--- src/hdl/mpq_pkg.sv ---
`default_nettype none
package mpq_pkg;

   localparam int CAPACITY    = 64;
   localparam int DATA_WIDTH  = 32;
   localparam int COUNT_WIDTH = $clog2(CAPACITY + 1);
   localparam int INDEX_WIDTH = $clog2(CAPACITY);

   localparam int RESULT_WIDTH    = 32;
   localparam int OCCUPANCY_WIDTH = 7;

   // Request codes.
   localparam logic REQ_INSERT = 1'b0;
   localparam logic REQ_REMOVE = 1'b1;

   // Status codes.
   localparam logic [1:0] STATUS_OK    = 2'd0;
   localparam logic [1:0] STATUS_EMPTY = 2'd1;
   localparam logic [1:0] STATUS_FULL  = 2'd2;

   typedef struct packed {
      logic                     req_type;
      logic signed [31:0]       value;
   } request_type;

   typedef struct packed {
      logic signed [RESULT_WIDTH-1:0]  result_value;
      logic [1:0]                      status;
      logic [OCCUPANCY_WIDTH-1:0]      occupancy;
   } response_type;

   typedef enum logic [1:0] {
      CELL_HOLD,
      CELL_INSERT,
      CELL_REMOVE
   } cell_op_type;

   // Broadcast from the controller to every cell.
   typedef struct packed {
      cell_op_type                  op;
      logic signed [DATA_WIDTH-1:0] value;
      logic [COUNT_WIDTH-1:0]       count;
   } cell_ctrl_type;

   typedef enum logic {
      ST_IDLE,
      ST_EXEC
   } state_type;

endpackage
`default_nettype wire

--- src/hdl/mpq_cell.sv ---
`default_nettype none
module mpq_cell (
   input  wire logic                                   clock,
   input  wire mpq_pkg::cell_ctrl_type                 ctrl,
   input  wire logic [mpq_pkg::INDEX_WIDTH-1:0]        cell_index,
   input  wire logic signed [mpq_pkg::DATA_WIDTH-1:0]  left_data,
   input  wire logic                                   left_keep,
   input  wire logic signed [mpq_pkg::DATA_WIDTH-1:0]  right_data,
   output logic signed [mpq_pkg::DATA_WIDTH-1:0]       data_out,
   output logic                                        keep_out
);
   import mpq_pkg::*;

   logic signed [DATA_WIDTH-1:0] data_ff;
   logic signed [DATA_WIDTH-1:0] data_in;
   logic                         occupied;

   // Entries are sorted greatest first; a cell keeps its entry on insert
   // when it is occupied and not smaller than the new value.
   assign occupied = COUNT_WIDTH'(cell_index) < ctrl.count;
   assign keep_out = occupied && (data_ff >= ctrl.value);
   assign data_out = data_ff;

   always_comb begin
      data_in = data_ff;
      case (ctrl.op)
         CELL_INSERT: begin
            if (keep_out) begin
               data_in = data_ff;
            end else if (left_keep) begin
               data_in = ctrl.value;
            end else begin
               data_in = left_data;
            end
         end
         CELL_REMOVE: begin
            data_in = right_data;
         end
         default: begin
            data_in = data_ff;
         end
      endcase
   end

   always_ff @(posedge clock) begin
      data_ff <= data_in;
   end

endmodule
`default_nettype wire

--- config.mk ---
export PLATFORM = sky130hd
export DESIGN_NAME = mpq_cell
export DESIGN_NICKNAME = d
export VERILOG_FILES = /design/src/hdl/mpq_pkg.sv /design/src/hdl/mpq_cell.sv
export SDC_FILE = /design/constraint.sdc
export NUM_CORES = 1
export LEC_CHECK = 0
export BUFFER_PORTS_ARGS = -buffer_cell sky130_fd_sc_hd__buf_2
export CORE_MARGIN = 1
export CORE_UTILIZATION = 45
export DETAILED_ROUTE_END_ITERATION = 16
export MAX_ROUTING_LAYER = met4
export PLACE_DENSITY_LB_ADDON = 0.05
export SLEW_MARGIN = 20
export SYNTH_ARGS = -nofsm -noshare
export SYNTH_HDL_FRONTEND = slang
export SYNTH_SLANG_ARGS = --single-unit
--- constraint.sdc ---
create_clock -name clock -period 4.1 [get_ports clock]
set_input_delay 0.205 -clock clock [delete_from_list [all_inputs] [get_ports clock]]
set_output_delay 0.205 -clock clock [all_outputs]
set_load 0.02 [all_outputs]
==> reports/metrics.cfg <==
[route]
drtAntennaViolNets=0
drtPass1Iterations=3
drt-initial-drc-count=98
drt_wl_total_um=5940
drc=0
wire_per_inst_um=12.1
via_count=2366
via_per_inst=4.82

[synth]
yosys_warnings=0
synth.ff_latch_count=32
syn_inst=276
synth_edf_count=32
synthesis.area_um2=2560
syn_area_per_cell_um2=9.29
yosysSeqAreaShare_pct=37.5
async_flop_share_pct=0
yosysMostFrequentCell=nand2_1
yosys-top-cells-area=edfxtp_1 (37%), ha_1 (18%), mux2i_1 (13%), o21ai_0 (6.6%), nand2_1 (6.0%)
syn_nets=426
yosysTopAreaCellShare_pct=37.5
synth_cell_types=26
synth_flop_cell=edfxtp_1
synth_top_area_cell=edfxtp_1
yosys-top-cells-count=nand2_1 (41), inv_1 (39), ha_1 (37)

[cts]
cts_tree=done
clk_pin_slew_ns=0.07
cts_hold_buf=0
cts.path.max_buffers=2
post_cts_buffers=0
cts-htree-levels=2
clk_latency_ns=0.28
numCtsBuffers=5
cts.repair.resized=0
clock_sinks=32
cts_root_buf=clkbuf_8

[global_route]
gr-usage-met3_pct=4.12
grtUsageTotal_pct=21.4
grt_max_degree=65
grt.busiest_layer=met2
grt-ovfl-total=0
grtUsageMet2_pct=37.1
grt_use_met1_pct=25.1
grt_antenna_before_repair=0
grt_pass1_vias=2298
grt_pass1_wl_um=9840

[final_layout]
fin_nets=569
area_growth_pct=34.1
utilization_pct=62.4
drive_gt1_share_pct=37.5
insertedDiodeCount=0
largest_register_ffs=32

[sta]
tightest_slew_ns=0.989
clock_skew_ns=0.00535
fin_setup_tns_ns=0
rsz0062_at_grt=no
relSlewSlack_pct=34.1
report.final.slew_viol_count=0
fmax_mhz=291
fin_crit_sh_pct=83.9
finalWorstPathRequiredPeriod_ns=3.44
hold_viol=0
finalSetupViolCount=0

[critical_path]
startpoint_type=flop
critPathCaptureType=flop
r2r_start=data_out[31]$_DFFE_PP_
critPathKind=reg2reg
worstSetupStartpoint=data_out[31]$_DFFE_PP_
cp_num_buf_inv=1
critical_path_peak_fanout=19
cp.required_ns=4.12
crit_chain=ha_1 -> nand4_1 -> or4_4 -> or4_1 -> o211ai_1 -> mux2i_1 -> a221o_1 -> buf_4
reg2reg_setup_slack_ns=0.66
path_depth=8
slowest_stage=a221o_1
cpLargestDelayFamily=simple AND/OR/NAND/NOR gates
reg2reg_depth=8
arrival_ns=3.46
critical-path-max-stage-delay_ns=0.57

[power_and_ir_drop]
power_density_nw_per_um2=279
p_int_mw=0.656
p_leak_nw=1.82
p_switching_mw=0.305
clock_power_share_pct=23.5
sw_frac_of_total_pct=31.7
peakVddDrop_mv=0.187
power_frac_comb_pct=32.5
p_seq_share_pct=44.0

[place]
port_buffers=145
dp_hpwl_um=4820
gp_congestion=0.744

[floorplanning]
coreArea_um2=5510
rows=27
initial_utilization_pct=46.6
io_pins=146
die_area_um2=6000
die_w_um=77.5
fp.dieH_um=77.5

[run_status]
status=finished, final reports clean

[worst_hold_path]
hold_path_class=in2reg
hp-start=right_data[10]
min_path_cells=3

[flow_run]
timing.max_cap.violations=0

[metal layers]
metal	vias up	wire, um
li1	1264	-
met1	1013	2700
met2	83	2810
met3	6	358
met4	0	70
met5	-	0
[power groups by stage]
| stage | clock [mW] | sequential [mW] | combinational (mW) |
|---|---|---|---|
| global placement | 0 | 0.427 | 0.313 |
| global route | 0.253 | 0.426 | 0.354 |
| detailed placement | 0 | 0.429 | 0.317 |
| CTS | 0.235 | 0.423 | 0.318 |
| finish | 0.226 | 0.422 | 0.312 |
| floorplan | 0 | 0.469 | 0.148 |
[worst min-delay path, delay by kind of cell]
family	cells	cell delay [ns]
compound gates	1	0.05
buf+inv	1	0.07
simple gates	1	0.03
[cell usage in the layout, fill, tap and decap left out, drive strengths merged, types with 2 or more instances in the layout]
master / n
a221oi: 2
nor2b: 2
o21ai: 40
buf: 147
nand2b: 2
a21o: 3
o211ai: 2
clkbuf: 6
mux2i: 33
or4: 2
nor3: 2
nand2: 41
nor2: 3
inv: 39
nand4: 5
edfxtp: 32
a21oi: 16
ha: 37
[final timing paths]
path / to
worst max register to register: data_out[21]$_DFFE_PP_
worst max-delay path: data_out[21]$_DFFE_PP_
worst min register to register: data_out[8]$_DFFE_PP_
worst min-delay path: data_out[10]$_DFFE_PP_
[final cells by class]
class                   count  area, um^2
clock buffers               6        72.6
clock inverters             1        5.00
fillers                   510        2070
inverters                  39         146
multi-input cells         194        1420
flip-flops and latches     32         961
well taps                  72        90.1
repair buffers            147         741
[metrics by stage]
step	setup slack, ns	total power [mW]	hold slack [ns]	std cells	cell area (um^2)
4_1_cts	0.596	0.975	0.188	491	3440
2_1_floorplan	0.765	0.616	0.392	276	2560
3_3_place_gp	0.722	0.740	0.481	484	3360
6_report	0.661	0.961	0.197	491	3440
3_5_place_dp	0.627	0.746	0.483	484	3360
5_1_grt	0.460	1.03	0.202	491	3440
[kinds of logic (layout without fill, tap and decap cells)]
kind of cell | count (synthesis) | in the layout | share of synthesized area [%]
compound gates | 64 | 64 | 13.5
fa+ha+maj | 37 | 37 | 18.1
buf+inv | 50 | 193 | 7.32
flops | 32 | 32 | 37.5
mux | 33 | 33 | 12.9
simple gates | 60 | 60 | 10.7
No activity file was read; power rests on OpenSTA's default activity.
